## config.mk

```make
export PLATFORM = sky130hd
export DESIGN_NAME = stepper_step_dir_generator
export DESIGN_NICKNAME = d
export VERILOG_FILES = /design/src/hdl/ssdg_pkg.sv /design/src/hdl/ssdg_in_stage.sv /design/src/hdl/ssdg_core.sv /design/src/hdl/stepper_step_dir_generator.sv
export SDC_FILE = /design/constraint.sdc
export NUM_CORES = 1
export LEC_CHECK = 0
export BUFFER_PORTS_ARGS = -buffer_cell sky130_fd_sc_hd__buf_2
export CAP_MARGIN = 25
export CORE_MARGIN = 10
export CORE_UTILIZATION = 45
export DETAILED_ROUTE_END_ITERATION = 16
export GPL_TIMING_DRIVEN = 0
export PLACE_DENSITY = 0.75
export SYNTH_ARGS = -nofsm -noshare
export SYNTH_HDL_FRONTEND = slang
export SYNTH_SLANG_ARGS = --single-unit
```

## constraint.sdc

```tcl
create_clock -name clock -period 6.5 [get_ports clock]
set_input_delay 0.325 -clock clock [delete_from_list [all_inputs] [get_ports clock]]
set_output_delay 0.325 -clock clock [all_outputs]
set_load 0.03 [all_outputs]
```

## src/hdl/ssdg_pkg.sv

```systemverilog
package ssdg_pkg;

   localparam int unsigned POS_W   = 32;
   localparam int unsigned DELAY_W = 32;

   // Request mode codes.
   localparam logic [2:0] MODE_TICK    = 3'd0;
   localparam logic [2:0] MODE_MOVE    = 3'd1;
   localparam logic [2:0] MODE_HOME    = 3'd2;
   localparam logic [2:0] MODE_STOP    = 3'd3;
   localparam logic [2:0] MODE_ENABLE  = 3'd4;
   localparam logic [2:0] MODE_SET_POS = 3'd5;

   // Encoded motor state as reported on the response channel.
   localparam logic [1:0] MOTOR_IDLE   = 2'd0;
   localparam logic [1:0] MOTOR_MOVING = 2'd1;
   localparam logic [1:0] MOTOR_HOMING = 2'd2;

   localparam logic [DELAY_W-1:0] DEFAULT_DELAY = 32'd1000;

   // Register index decoded from paddr[2].
   localparam logic CSR_IDX_DIR_INVERT = 1'b0;

   typedef enum logic [2:0] {
      RUN_IDLE   = 3'b001,
      RUN_MOVING = 3'b010,
      RUN_HOMING = 3'b100
   } run_state_type;

   typedef struct packed {
      logic [2:0]               mode;
      logic signed [POS_W-1:0]  step_count;
      logic [DELAY_W-1:0]       step_delay;
      logic                     home_direction;
      logic                     enable_on;
      logic signed [POS_W-1:0]  new_position;
   } req_item_type;

   typedef struct packed {
      logic                     step_pulse;
      logic                     dir_level;
      logic                     enable_pin_level;
      logic [1:0]               motor_state;
      logic signed [POS_W-1:0]  position;
      logic                     move_done;
      logic                     status;
   } rsp_item_type;

endpackage

```

## src/hdl/ssdg_in_stage.sv

```systemverilog
module ssdg_in_stage (
   input  logic                  clock,
   input  logic                  reset,
   input  logic                  in_valid,
   input  ssdg_pkg::req_item_type in_item,
   output logic                  in_stall,
   input  logic                  advance,
   output logic                  item_valid,
   output ssdg_pkg::req_item_type item
);

   logic                   valid_ff;
   logic                   valid_in;
   logic                   accept;
   ssdg_pkg::req_item_type item_ff;

   // The held request leaves when the core advances, so a new one can enter
   // in the same cycle.
   assign in_stall = valid_ff && !advance;
   assign accept   = in_valid && !in_stall;

   always_comb begin
      if (accept) begin
         valid_in = 1'b1;
      end else if (advance) begin
         valid_in = 1'b0;
      end else begin
         valid_in = valid_ff;
      end
   end

   always_ff @(posedge clock) begin
      if (reset) begin
         valid_ff <= 1'b0;
      end else begin
         valid_ff <= valid_in;
      end
   end

   always_ff @(posedge clock) begin
      if (accept) begin
         item_ff <= in_item;
      end
   end

   assign item_valid = valid_ff;
   assign item       = item_ff;

endmodule

```

## src/hdl/ssdg_core.sv

```systemverilog
module ssdg_core (
   input  logic                   clock,
   input  logic                   reset,
   input  logic                   item_valid,
   input  ssdg_pkg::req_item_type item,
   input  logic                   dir_invert,
   output logic                   advance,
   output logic                   rsp_valid,
   input  logic                   rsp_stall,
   output ssdg_pkg::rsp_item_type rsp_item
);

   logic [ssdg_pkg::POS_W-1:0]   cur_pos_ff, cur_pos_in;
   logic [ssdg_pkg::POS_W-1:0]   target_ff, target_in;
   logic [ssdg_pkg::DELAY_W-1:0] delay_ff, delay_in;
   logic [ssdg_pkg::DELAY_W-1:0] wait_ff, wait_in;
   ssdg_pkg::run_state_type      run_ff, run_in;
   logic                         dir_ff, dir_in;
   logic                         enabled_ff, enabled_in;
   logic                         rsp_valid_ff, rsp_valid_in;
   ssdg_pkg::rsp_item_type       rsp_ff, rsp_in;
   logic                         fire;
   logic                         pulse, done, refused;
   logic [1:0]                   motor_code;

   assign advance = !(rsp_valid_ff && rsp_stall);
   assign fire    = item_valid && advance;

   always_comb begin
      cur_pos_in = cur_pos_ff;
      target_in  = target_ff;
      delay_in   = delay_ff;
      wait_in    = wait_ff;
      run_in     = run_ff;
      dir_in     = dir_ff;
      enabled_in = enabled_ff;
      pulse      = 1'b0;
      done       = 1'b0;
      refused    = 1'b0;
      case (item.mode)
         ssdg_pkg::MODE_TICK: begin
            if (run_ff == ssdg_pkg::RUN_MOVING && cur_pos_ff == target_ff) begin
               run_in = ssdg_pkg::RUN_IDLE;
               done   = 1'b1;
            end else if (run_ff != ssdg_pkg::RUN_IDLE) begin
               if (wait_ff == '0) begin
                  pulse      = 1'b1;
                  cur_pos_in = dir_ff ? cur_pos_ff - 1'b1 : cur_pos_ff + 1'b1;
                  wait_in    = (delay_ff == '0) ? '0 : delay_ff - 1'b1;
               end else begin
                  wait_in = wait_ff - 1'b1;
               end
            end
         end
         ssdg_pkg::MODE_MOVE: begin
            if (!enabled_ff) begin
               refused = 1'b1;
            end else if (item.step_count != '0) begin
               target_in = cur_pos_ff + $unsigned(item.step_count);
               delay_in  = item.step_delay;
               run_in    = ssdg_pkg::RUN_MOVING;
               wait_in   = '0;
               dir_in    = item.step_count[ssdg_pkg::POS_W-1];
            end
         end
         ssdg_pkg::MODE_HOME: begin
            if (!enabled_ff) begin
               refused = 1'b1;
            end else begin
               dir_in   = item.home_direction;
               delay_in = item.step_delay;
               run_in   = ssdg_pkg::RUN_HOMING;
               wait_in  = '0;
            end
         end
         ssdg_pkg::MODE_STOP: begin
            target_in = cur_pos_ff;
            run_in    = ssdg_pkg::RUN_IDLE;
         end
         ssdg_pkg::MODE_ENABLE: begin
            enabled_in = item.enable_on;
            if (!item.enable_on && run_ff == ssdg_pkg::RUN_MOVING) begin
               run_in = ssdg_pkg::RUN_IDLE;
            end
         end
         ssdg_pkg::MODE_SET_POS: begin
            cur_pos_in = $unsigned(item.new_position);
         end
         default: begin
         end
      endcase
   end

   always_comb begin
      case (run_in)
         ssdg_pkg::RUN_MOVING: motor_code = ssdg_pkg::MOTOR_MOVING;
         ssdg_pkg::RUN_HOMING: motor_code = ssdg_pkg::MOTOR_HOMING;
         default:              motor_code = ssdg_pkg::MOTOR_IDLE;
      endcase
   end

   always_comb begin
      rsp_in.step_pulse       = pulse;
      rsp_in.dir_level        = dir_in ^ dir_invert;
      rsp_in.enable_pin_level = !enabled_in;
      rsp_in.motor_state      = motor_code;
      rsp_in.position         = $signed(cur_pos_in);
      rsp_in.move_done        = done;
      rsp_in.status           = refused;
   end

   always_comb begin
      if (fire) begin
         rsp_valid_in = 1'b1;
      end else if (!rsp_stall) begin
         rsp_valid_in = 1'b0;
      end else begin
         rsp_valid_in = rsp_valid_ff;
      end
   end

   always_ff @(posedge clock) begin
      if (reset) begin
         cur_pos_ff   <= '0;
         target_ff    <= '0;
         delay_ff     <= ssdg_pkg::DEFAULT_DELAY;
         wait_ff      <= '0;
         run_ff       <= ssdg_pkg::RUN_IDLE;
         dir_ff       <= 1'b0;
         enabled_ff   <= 1'b0;
         rsp_valid_ff <= 1'b0;
      end else begin
         rsp_valid_ff <= rsp_valid_in;
         if (fire) begin
            cur_pos_ff <= cur_pos_in;
            target_ff  <= target_in;
            delay_ff   <= delay_in;
            wait_ff    <= wait_in;
            run_ff     <= run_in;
            dir_ff     <= dir_in;
            enabled_ff <= enabled_in;
         end
      end
   end

   always_ff @(posedge clock) begin
      if (fire) begin
         rsp_ff <= rsp_in;
      end
   end

   assign rsp_valid = rsp_valid_ff;
   assign rsp_item  = rsp_ff;

endmodule

```

## src/hdl/stepper_step_dir_generator.sv

```systemverilog
// Channel     | Direction | Handshake          | Payload
// ------------+-----------+--------------------+-----------------------------------------
// request     | in        | req_valid/req_stall| mode, step_count, step_delay, home_direction,
//             |           |                    | enable_on, new_position
// response    | out       | rsp_valid/rsp_stall| step_pulse, dir_level, enable_pin_level,
//             |           |                    | motor_state, position, move_done, status
// register    | in/out    | APB psel/penable   | dir_invert at byte address 0
//
// One request is taken every clock cycle unless the response side stalls. A request is
// held in an input register, and its response is registered in the result register; the
// single state update in the core sets the one-per-cycle rate.
// Reset is synchronous and active high: it returns the motor to idle at position zero with
// the driver disabled, a step delay of 1000 ticks and no direction inversion.
// A stalled response holds the result register; the input register then holds too and
// req_stall rises, so no request is lost while the response side waits.
module stepper_step_dir_generator (
   input  logic                                 clock,
   input  logic                                 reset,

   // Request channel.
   input  logic                                 req_valid,
   output logic                                 req_stall,
   input  logic [2:0]                           req_mode,
   input  logic signed [ssdg_pkg::POS_W-1:0]    req_step_count,
   input  logic [ssdg_pkg::DELAY_W-1:0]         req_step_delay,
   input  logic                                 req_home_direction,
   input  logic                                 req_enable_on,
   input  logic signed [ssdg_pkg::POS_W-1:0]    req_new_position,

   // Response channel.
   output logic                                 rsp_valid,
   input  logic                                 rsp_stall,
   output logic                                 rsp_step_pulse,
   output logic                                 rsp_dir_level,
   output logic                                 rsp_enable_pin_level,
   output logic [1:0]                           rsp_motor_state,
   output logic signed [ssdg_pkg::POS_W-1:0]    rsp_position,
   output logic                                 rsp_move_done,
   output logic                                 rsp_status,

   // Register port.
   input  logic                                 psel,
   input  logic                                 penable,
   input  logic                                 pwrite,
   input  logic [2:0]                           paddr,
   input  logic [31:0]                          pwdata,
   output logic [31:0]                          prdata,
   output logic                                 pready
);

   ssdg_pkg::req_item_type in_item;
   ssdg_pkg::req_item_type item;
   ssdg_pkg::rsp_item_type rsp_item;
   logic                   item_valid;
   logic                   advance;
   logic                   dir_invert_ff;
   logic                   dir_invert_in;
   logic                   csr_write;

   // The register port never waits. Only paddr[2] selects a register; the low two bits
   // address bytes within the word.
   assign pready    = 1'b1;
   assign csr_write = psel && penable && pwrite && pready;

   always_comb begin
      dir_invert_in = dir_invert_ff;
      if (csr_write && paddr[2] == ssdg_pkg::CSR_IDX_DIR_INVERT) begin
         dir_invert_in = pwdata[0];
      end
   end

   always_ff @(posedge clock) begin
      if (reset) begin
         dir_invert_ff <= 1'b0;
      end else begin
         dir_invert_ff <= dir_invert_in;
      end
   end

   assign prdata = (paddr[2] == ssdg_pkg::CSR_IDX_DIR_INVERT) ? {31'd0, dir_invert_ff} : 32'd0;

   // Gather the request fields into one item.
   always_comb begin
      in_item.mode           = req_mode;
      in_item.step_count     = req_step_count;
      in_item.step_delay     = req_step_delay;
      in_item.home_direction = req_home_direction;
      in_item.enable_on      = req_enable_on;
      in_item.new_position   = req_new_position;
   end

   ssdg_in_stage u_in_stage (
      .clock      (clock),
      .reset      (reset),
      .in_valid   (req_valid),
      .in_item    (in_item),
      .in_stall   (req_stall),
      .advance    (advance),
      .item_valid (item_valid),
      .item       (item)
   );

   ssdg_core u_core (
      .clock      (clock),
      .reset      (reset),
      .item_valid (item_valid),
      .item       (item),
      .dir_invert (dir_invert_ff),
      .advance    (advance),
      .rsp_valid  (rsp_valid),
      .rsp_stall  (rsp_stall),
      .rsp_item   (rsp_item)
   );

   assign rsp_step_pulse       = rsp_item.step_pulse;
   assign rsp_dir_level        = rsp_item.dir_level;
   assign rsp_enable_pin_level = rsp_item.enable_pin_level;
   assign rsp_motor_state      = rsp_item.motor_state;
   assign rsp_position         = rsp_item.position;
   assign rsp_move_done        = rsp_item.move_done;
   assign rsp_status           = rsp_item.status;

   // The request side may only stall while a response is waiting downstream.
   a_stall_cause: assert property (@(posedge clock) disable iff (reset)
      req_stall |-> (rsp_valid && rsp_stall))
      else $error("request stalled without a waiting response");

   // An accepted request always reaches the input register.
   a_accept_held: assert property (@(posedge clock) disable iff (reset)
      (req_valid && !req_stall) |=> item_valid)
      else $error("accepted request was dropped");

   // A refused command neither steps nor completes a move.
   a_refused_quiet: assert property (@(posedge clock) disable iff (reset)
      (rsp_valid && rsp_status) |-> (!rsp_step_pulse && !rsp_move_done))
      else $error("refused command produced motion");

   // Arrival always leaves the motor idle.
   a_done_idle: assert property (@(posedge clock) disable iff (reset)
      (rsp_valid && rsp_move_done) |-> (rsp_motor_state == ssdg_pkg::MOTOR_IDLE))
      else $error("move completed but motor not idle");

endmodule

```

# --- Word level (Yosys, flattened, before mapping) ---
# Cells that the tools add are included.
word_totals:
  ff_bits: 276
  inputBits: 143
  output_inout_bits: 74
  word_cells: 114
classes:
  n_addsub: 5
  n_eq_ne: 17
  muxes: 40
  bitwise_logic: 4
  n_reduce_logical: 25
op_table:
  columns: ["operator", "count"]
  rows:
  - ["$mux 32", 16]
  - ["$pmux 32 s2", 3]
  - ["$pmux 32 s3", 1]
  - ["$sub 32x1->32 const B", 3]
  - ["$logic_not 32->1", 2]
  - ["$add 32x1->32 const B", 1]
  - ["$add 32x32->32", 1]
  - ["$eq 32x32->1", 1]
  - ["$reduce_bool 32->1", 1]
  - ["$mux 3", 5]
  - ["$pmux 3 s5", 1]
  - ["$eq 3x2->1 const B", 4]
  - ["$mux 1", 12]
  - ["$ne 2x1->1 const B", 5]
  - ["$eq 3x3->1 const B", 3]
  - ["$logic_and 1x1->1", 9]
  - ["$reduce_and 7->1", 1]
  - ["$reduce_and 5->1", 1]
  - ["$logic_not 1->1", 4]
  - ["$ne 2x2->1 const B", 2]
  - ["$pmux 2 s2", 1]
  - ["$reduce_and 4->1", 1]
  - ["$reduce_bool 2->1", 2]
  - ["$eq 3x1->1 const B", 1]
  - ["8 further kinds", 10]

# --- Depth between registers and ports, before layout ---
# Gate-level depths: netlist (run 1).
logic_depth:
  ltp_word: 6
  depth_mapped: 15
  ltp_nobuf: 13

# --- Modules after synthesis ---
# A second synthesis (run 1) with hierarchy kept.
unflattened:
  hier_cells: 1663
  area_unflattened_um2: 15643.8
by_module_without_submodules:
  columns: ["module", "instances", "cells_each", "area_per_inst_um2", "seq_area_each_um2"]
  rows:
  - ["ssdg_core", 1, 1518, 12251.8, 3853.7]
  - ["ssdg_in_stage", 1, 105, 3083.0, 3052.9]
  - ["stepper_step_dir_generator", 1, 40, 309.0, 20.0]

# --- Worst setup path after synthesis (run 1) ---
# No wires, ideal clock.
synth_path:
  path_kind: "reg-to-reg"
  from: "register u_core.rsp_valid_ff (netlist: u_core.rsp_valid)"
  to: "register u_in_stage.item_ff, in the netlist u_in_stage.item[0] (enable)"
  setup_ns: 0.571
  arrival_ns: 5.229
  required_time_ns: 5.929
  slack_ns: 0.699
  stages_incl_launch_ff: 3
  n_path_buf: 0
  synth_period_minus_slack_ns: 5.801
  path_cell_list: "dfxtp_1 > and3_1 > nor2b_1"
synth_between:
  elab_chain_len: 4
synth_lines:
  columns: ["element", "line_no", "text"]
  rows:
  - ["start: declaration", "ssdg_core.sv:20", "logic rsp_valid_ff, rsp_valid_in;"]
  - ["start signal: assignment", "ssdg_core.sv:133", "rsp_valid_ff <= rsp_valid_in;"]
  - ["$logic_and 1x1->1", "ssdg_core.sv:26", "assign advance = !(rsp_valid_ff && rsp_stall);"]
  - ["$logic_and 1x1->1", "ssdg_in_stage.sv:19", "assign in_stall = valid_ff && !advance;"]
  - ["named net req_stall", "stepper_step_dir_generator.sv:22", "output logic req_stall,"]
  - ["$logic_not 1->1", "ssdg_in_stage.sv:20", "assign accept = in_valid && !in_stall;"]
  - ["$logic_and 1x1->1", "ssdg_in_stage.sv:20", null]
  - ["named net u_in_stage.accept", "ssdg_in_stage.sv:14", "logic accept;"]
  - ["end signal: assignment", "ssdg_in_stage.sv:42", "item_ff <= in_item;"]
  - ["end: declaration", "ssdg_in_stage.sv:15", "ssdg_pkg::req_item_type item_ff;"]
# The timed path passes the listed nets, and every way through them passes these cells.
# A chain may end at the register's enable or synchronous reset.

# --- Worst setup path after layout (run 1) ---
layout_path:
  from: "register u_core.dir_ff"
  to: "register u_core.rsp_ff, in the netlist u_core.rsp_item[23] (data pin)"
layout_between:
  elab_chain_len: 5
layout_lines:
  columns: ["element", "line_no", "text"]
  rows:
  - ["start: declaration", "ssdg_core.sv:18", "logic dir_ff, dir_in;"]
  - ["start signal: assignment", "ssdg_core.sv:140", "dir_ff <= dir_in;"]
  - ["$mux 32", "ssdg_core.sv:48", "cur_pos_in = dir_ff ? cur_pos_ff - 1'b1 : cur_pos_ff + 1'b1;"]
  - ["$mux 32", "ssdg_core.sv:46", "if (wait_ff == '0) begin"]
  - ["$mux 32", "ssdg_core.sv:45", "end else if (run_ff != ssdg_pkg::RUN_IDLE) begin"]
  - ["$mux 32", "ssdg_core.sv:42", "if (run_ff == ssdg_pkg::RUN_MOVING && cur_pos_ff == target_ff) begin"]
  - ["$pmux 32 s2", "ssdg_core.sv:40", "case (item.mode)"]
  - ["named net u_core.cur_pos_in (one bit)", "ssdg_core.sv:13", "logic [ssdg_pkg::POS_W-1:0] cur_pos_ff, cur_pos_in;"]
  - ["end signal: assignment", "ssdg_core.sv:148", "rsp_ff <= rsp_in;"]
  - ["end: declaration", "ssdg_core.sv:21", "ssdg_pkg::rsp_item_type rsp_ff, rsp_in;"]
# The timed path passes the listed nets, and every way through them passes these cells.

==> results of run 1 <==
==> worst min-delay path by stage <==
stage                         endpoint  slack [ns]  depth (start not counted)
CTS                   u_core.rsp_valid        0.03                          3
floorplan           u_in_stage.item[0]        0.42                          0
detailed placement  u_core.delay_ff[9]        0.45                          2
global placement    u_core.delay_ff[5]        0.45                          2
finish                u_core.rsp_valid        0.06                          3
global route          u_core.rsp_valid        0.05                          3
==> synthesized netlist by cell type, types with 33 or more instances <==
library cell  count
a21o_1           39
a21oi_1         131
a22oi_1          37
buf_4            33
clkbuf_1         67
dfxtp_1         136
edfxtp_1        140
ha_1             64
nand2_1         212
nand3_1          34
nor2_1          152
nor3_1           50
o21ai_0          85
xnor2_1          90
==> state kept, by name, indices dropped and copies added, names as in the netlist <==
signal,count
u_core.cur_pos_ff,32
u_core.rsp_valid,1
dir_invert_ff,1
u_core.target_ff,32
u_core.delay_ff,32
u_core.dir_ff,1
u_core.run_ff,3
u_core.enabled_ff,1
u_core.rsp_item,39
u_in_stage.item_valid,1
u_core.wait_ff,32
u_in_stage.item,101
==> tightest hold or removal path, cell delays in order <==
cell and delay (ns):
buf_2 0.10, a21oi_1 0.07, nor2_1 0.07
==> cell type report <==
class	count	area [sq um]	area share
Buffer	108	558.0	0.02937
Clock buffer	41	887.1	0.04668
Clock inverter	21	237.7	0.01251
Inverter	28	105.1	0.005531
Multi-Input combinational cell	1275	7833	0.4122
Sequential cell	276	6927	0.3645
Tap cell	448	560.5	0.02950
Timing Repair Buffer	257	1894	0.09969
==> through the flow <==
stage	total power, W	setup slack [ns]
finish	0.005018	2.409
global route	0.005215	2.142
CTS	0.005003	2.526
detailed placement	0.003036	2.547
global placement	0.003024	-1.244
floorplan	0.002724	0.6994
==> power groups by stage <==
stage	clock [W]	sequential (W)	combinational [W]
finish	0.00193	0.00199	0.00110
CTS	0.00195	0.00198	0.00107
detailed placement	0	0.00202	0.00102
global route	0.00202	0.00199	0.00120
global placement	0	0.00203	0.000995
floorplan	0	0.00202	0.000702
==> cell usage in the layout, fill, tap and decap left out, drive strengths merged, types with 5 or more instances in the layout <==
| master | netlist | layout |
|---|---|---|
| inv | 27 | 32 |
| nand4 | 21 | 21 |
| nor2b | 22 | 22 |
| a22oi | 39 | 39 |
| conb | 2 | 32 |
| o2111ai | 6 | 6 |
| a21o | 39 | 39 |
| or3 | 19 | 19 |
| o211a | 7 | 7 |
| o22ai | 10 | 10 |
| o21ai | 101 | 101 |
| o211ai | 12 | 12 |
| a311oi | 12 | 12 |
| and3 | 13 | 13 |
| and2 | 8 | 8 |
| xnor2 | 90 | 90 |
| nor4 | 26 | 26 |
| o21bai | 5 | 5 |
| nor2 | 155 | 155 |
| mux2i | 5 | 5 |
| dlygate4sd3 | 0 | 102 |
| a31oi | 10 | 10 |
| a21oi | 131 | 131 |
| nand3 | 34 | 34 |
| or4 | 6 | 6 |
| clkbuf | 67 | 108 |
| buf | 41 | 196 |
| nor3 | 51 | 51 |
| nand2b | 13 | 13 |
| xor2 | 28 | 28 |
| dfxtp | 136 | 136 |
| nand2 | 212 | 212 |
| edfxtp | 140 | 140 |
| clkinv | 1 | 13 |
| a211oi | 24 | 24 |
| o21a | 10 | 10 |
| ha | 64 | 64 |
==> layer usage <==
| layer | GRT usage | part of all wire |
|---|---|---|
| met1 | 0.3088 | 0.43 |
| met3 | 0.04882 | 0.090 |
| met4 | 0.06691 | 0.025 |
| met2 | 0.3704 | 0.46 |
| met5 | 0 | 0 |
==> cells by family after synthesis <==
kind of cell	after synthesis	synth area share
AND/OR/NAND/NOR	604	0.1883
multiplexers	6	0.004007
buffers and inverters	136	0.04326
other	2	0.0004908
XOR/XNOR	118	0.06754
flip-flops	276	0.4527
adder cells (fa/ha/maj)	66	0.05495
AO/OA/AOI/OAI	449	0.1887
==> what timing repair did <==
action,in CTS,in global routing
hold buffers,102,0
endpoints found under the setup margin,0,0
hold endpoints to repair,102,0
resized for setup,0,0
==> flow_summary.toml, run 1 <==
[layout]
drive_gt1_frac = 0.1391
finalNonFillerCells = 2454
area_growth_pct = 24.19
num_antenna_cells = 0
final_nets = 2189
final_core_util = 0.5667
design_area_sq_um = 19000
nFillCells = 2876

[place]
dpl_cell_area_sq_um = 16860
portBuffers = 150
place_congestion = 0.9701
dp_hpwl_microns = 35140
dp_cells = 2290

[synthesis]
synth.area.top_cells = "edfxtp_1 27%, dfxtp_1 18%, ha_1 5.2%"
synth_cells = 1657
synth_warnings = 0
ys.flop_type = "edfxtp_1"
yosysTopAreaCellShare = 0.2748
netlist_area_sq_um = 15300
synth_enable_flop_cells = 140
async_flop_share = 0
ys_ff_latch = 276
synth.avg_cell_area_sq_um = 9.234
ys_seq_area_frac = 0.4527
synth_largest_area_cell = "edfxtp_1"
yosysUniqueCellTypes = 84

[power]
cellPowerDensity_nw_per_um2 = 264.1
switchingPower_w = 0.001548
peakVddDrop_v = 0.0002637
clkPwrFrac = 0.384
power.share.sequential = 0.396
internal-power_w = 0.003471
p_comb_frac = 0.220
power_leakage_nw = 7.757
netSwitchingFraction = 0.3084

[clocking]
cts_setup_buffers = 0
clockBufferDepth = 3
cts_tree = "done"
cts_buffers = 34
ctsRootBufferMaster = "clkbuf_16"
cts_max_level = 2
cts_sinks = 276
clk_pin_slew_worst_paths_ns = 0.06
insertion_delay_ns = 0.56

[floorplanning]
die_height_microns = 204.4
die_area_sq_um = 41780
die_x_microns = 204.4
core_sq_um = 33530
ios = 217
initial_core_util = 0.4563
rows = 67

[setup_path]
crit_start = "u_core.dir_ff"
path_class = "flop to flop"
crit_slowest_cell = "dfxtp_1"
reg2reg_slack_ns = 2.41
critPathBufInv = 1
crit_family = "compound AO/OA/AOI/OAI gates"
slowest_delay_ns = 0.77
path_cells = "buf_16, ha_1, a21oi_1, a21boi_0, a311oi_1, a21boi_0, o21ai_0, a21oi_1, a221o_1, a311oi_1, xor2_1, o21ai_1"
worstReg2RegStart = "u_core.dir_ff"
rr_endpoint = "u_core.rsp_item[23]"
cp_max_fo = 21
crit_cells = 12
cp.required_ns = 6.77
cp-start-kind = "flop"
critPathArrivalTime_ns = 4.36
worstRegToRegCells = 12
crit_end = "u_core.rsp_item[23]"
cp-end-kind = "flop"

[detailed_routing]
drtIter0Drc = 1409
wl_per_cell_microns = 20.12
vias = 14120
post-route-drc-count = 0
vias_per_cell = 5.755
dr.pass1.iters = 5
routed_wirelength_microns = 49370
ant_nets = 0

[sta]
slew_headroom = 0.4142
max_freq_mhz = 244.5
holdWs_ns = 0.05818
maxSlewViolCount = 0
min_period_ns = 4.091
rsz0062_at_grt = "false"
tightest_slew_ns = 0.8788
setup_viol = 0
finalSetupTns_ns = 0
fin_worst_skew_ns = 0.02136
post-route-period-util = 0.6293
hold_viol = 0

[min_path]
min_from = "rsp_stall"
hp-class = "input pin to flop"

[flow_run]
maxCapViolCount = 0

[grt]
grt_pass1_wl_microns = 76950
grt_max_degree = 39
track_usage = 0.2314
globalRouteOverflowTotal = 0
antenna_found_initial = 0
grt_pass1_vias = 13680

[outcome]
status = "finished, final reports clean"
Power figures use the tool's default switching activity.
==> run 2: changes to the inputs <==
==> constraint.sdc (replaced) <==
create_clock -name clock -period 4.3 [get_ports clock]
set_input_delay 0.215 -clock clock [delete_from_list [all_inputs] [get_ports clock]]
set_output_delay 0.215 -clock clock [all_outputs]
set_load 0.03 [all_outputs]
==> run 2 against run 1 <==
  * Routed wire length up 0.74%
  * Sequential share of layout area up 0.21 points
  * Sequential power up 51%
  * Final area down 0.51%
  * Power up 48%
  * Core utilization down 0.29 points
  * Worst setup slack worse by 2.0 ns
  * Fmax up 6.2%
  * Non-clock buffer count up 1
==> flow_summary.toml, run 2 (synthesis gave the netlist of run 1 again) <==
[power]
netSwitchingFraction = 0.3050
peakVddDrop_v = 0.0003261
switchingPower_w = 0.002265
p_comb_frac = 0.223
clkPwrFrac = 0.372
cellPowerDensity_nw_per_um2 = 392.8
power.share.sequential = 0.405
internal-power_w = 0.005160
power_leakage_nw = 7.706

[sta]
slew_headroom = 0.3879
rsz0062_at_grt = "false"
tightest_slew_ns = 0.9181
hold_viol = 0
maxSlewViolCount = 0
setup_viol = 0
post-route-period-util = 0.8954
max_freq_mhz = 259.7
finalSetupTns_ns = 0
min_period_ns = 3.850
fin_worst_skew_ns = 0.01063

[grt]
grt_pass1_vias = 13580
grt_pass1_wl_microns = 76510
track_usage = 0.2293
globalRouteOverflowTotal = 0
antenna_found_initial = 0
grt_max_degree = 38

[layout]
final_nets = 2187
layout_common_cells = "212 x nand2_1, 154 x buf_2, 152 x nor2_1, 140 x edfxtp_1, 135 x dfxtp_1"
drive_gt1_frac = 0.1359
final_core_util = 0.5638
num_antenna_cells = 0
area_growth_pct = 23.55
largest_reg_flops = 101
layout_commonest_cell = "nand2_1"

[clocking]
cts_buffers = 31
cts_max_level = 1
clockBufferDepth = 3
insertion_delay_ns = 0.58
ctsRootBufferMaster = "clkbuf_16"
cts_sinks = 276
clk_pin_slew_worst_paths_ns = 0.06
cts_setup_buffers = 0
cts_tree = "done"

[place]
dp_hpwl_microns = 35090
portBuffers = 150
place_congestion = 0.9894

[min_path]
hp-class = "input pin to flop"

[setup_path]
path_class = "flop to flop"
crit_slowest_cell = "dfxtp_4"
cp_max_fo = 34
crit_family = "compound AO/OA/AOI/OAI gates"
critPathArrivalTime_ns = 4.16
reg2reg_slack_ns = 0.45
path_cells = "ha_1, a21oi_1, a21boi_0, a311oi_1, a21boi_0, o21ai_0, a21oi_1, a221o_1, a311oi_1, xor2_1, o21ai_1"
cp-start-kind = "flop"
critPathBufInv = 0
cp-end-kind = "flop"
slowest_delay_ns = 0.65
cp.required_ns = 4.61

[detailed_routing]
vias_per_cell = 5.742
ant_nets = 0
drtIter0Drc = 1457
wl_per_cell_microns = 20.30
routed_wirelength_microns = 49730
post-route-drc-count = 0
dr.pass1.iters = 5
vias = 14070

[floorplanning]
die_height_microns = 204.4
core_sq_um = 33530
ios = 217
rows = 67
initial_core_util = 0.4563
die_area_sq_um = 41780
die_x_microns = 204.4

[outcome]
status = "finished, final reports clean"

[flow_run]
maxCapViolCount = 0
[run 2: cell types whose count changed in the layout (fill, tap and decap cells not counted), moves of 2 or more]
cell,previous run,this run
buf_12,2,4
buf_16,3,0
clkbuf_16,34,31
clkinv_1,4,6
clkinv_2,7,5
dlygate4sd3_1,102,104
inv_6,4,2
[run 2: worst reg2reg max path: stages, from the launching register on]
cell	delay [ns]
dfxtp_4	0.65
ha_1	0.40
a21oi_1	0.17
a21boi_0	0.14
a311oi_1	0.46
a21boi_0	0.23
o21ai_0	0.26
a21oi_1	0.15
a221o_1	0.39
a311oi_1	0.40
xor2_1	0.25
o21ai_1	0.10
[run 2: worst paths after layout]
| check | to | start | cells after the start |
|---|---|---|---|
| worst min register to register | u_core.delay_ff[22] | u_core.delay_ff[22] | 2 |
| worst max-delay path | u_core.rsp_item[23] | u_core.dir_ff | 11 |
| worst min-delay path | dir_invert_ff | paddr[2] | 4 |
| worst max register to register | u_core.rsp_item[23] | u_core.dir_ff | 11 |
[run 2: cell type report]
class	instances	area (sq um)
well taps	448	560.5
flip-flops and latches	276	6930
inverters	28	105.1
clock inverters	18	220.2
multi-input cells	1275	7833
plain buffers	108	558.0
fillers	2977	14630
repair buffers	258	1872
clock buffers	39	825.8
[run 2: layer usage]
metal / share of wire / GRT usage
met5: 0 / 0
met1: 0.43 / 0.3110
met3: 0.091 / 0.03693
met2: 0.45 / 0.3663
met4: 0.028 / 0.07379
[run 2: power by group through the flow]
stage | clock network, W | registers, W | logic [W]
2_1_floorplan | 0 | 0.00305 | 0.00106
3_5_place_dp | 0 | 0.00306 | 0.00152
3_3_place_gp | 0 | 0.00306 | 0.00150
4_1_cts | 0.00279 | 0.00300 | 0.00161
5_1_grt | 0.00289 | 0.00302 | 0.00179
6_report | 0.00276 | 0.00301 | 0.00166
[run 2: repair_timing]
action | CTS | global route
endpoints found under the setup margin | 0 | 1
resized for setup | 0 | 1
hold endpoints to repair | 104 | 0
hold buffers | 104 | 0
[run 2: metrics by stage]
stage | hold WS (ns) | cells | total power [W] | area, sq um | setup slack (ns)
after floorplan | 0.3139 | 1687 | 0.004114 | 15420 | 0.4303
after global placement | 0.3916 | 2285 | 0.004564 | 16730 | -0.4673
after detailed placement | 0.3931 | 2289 | 0.004579 | 16810 | 0.3233
after CTS | 0.006694 | 2450 | 0.007398 | 18900 | 0.2692
after global routing | 0.08663 | 2450 | 0.007700 | 18900 | 0.1844
final | 0.03900 | 2450 | 0.007425 | 18900 | 0.4500
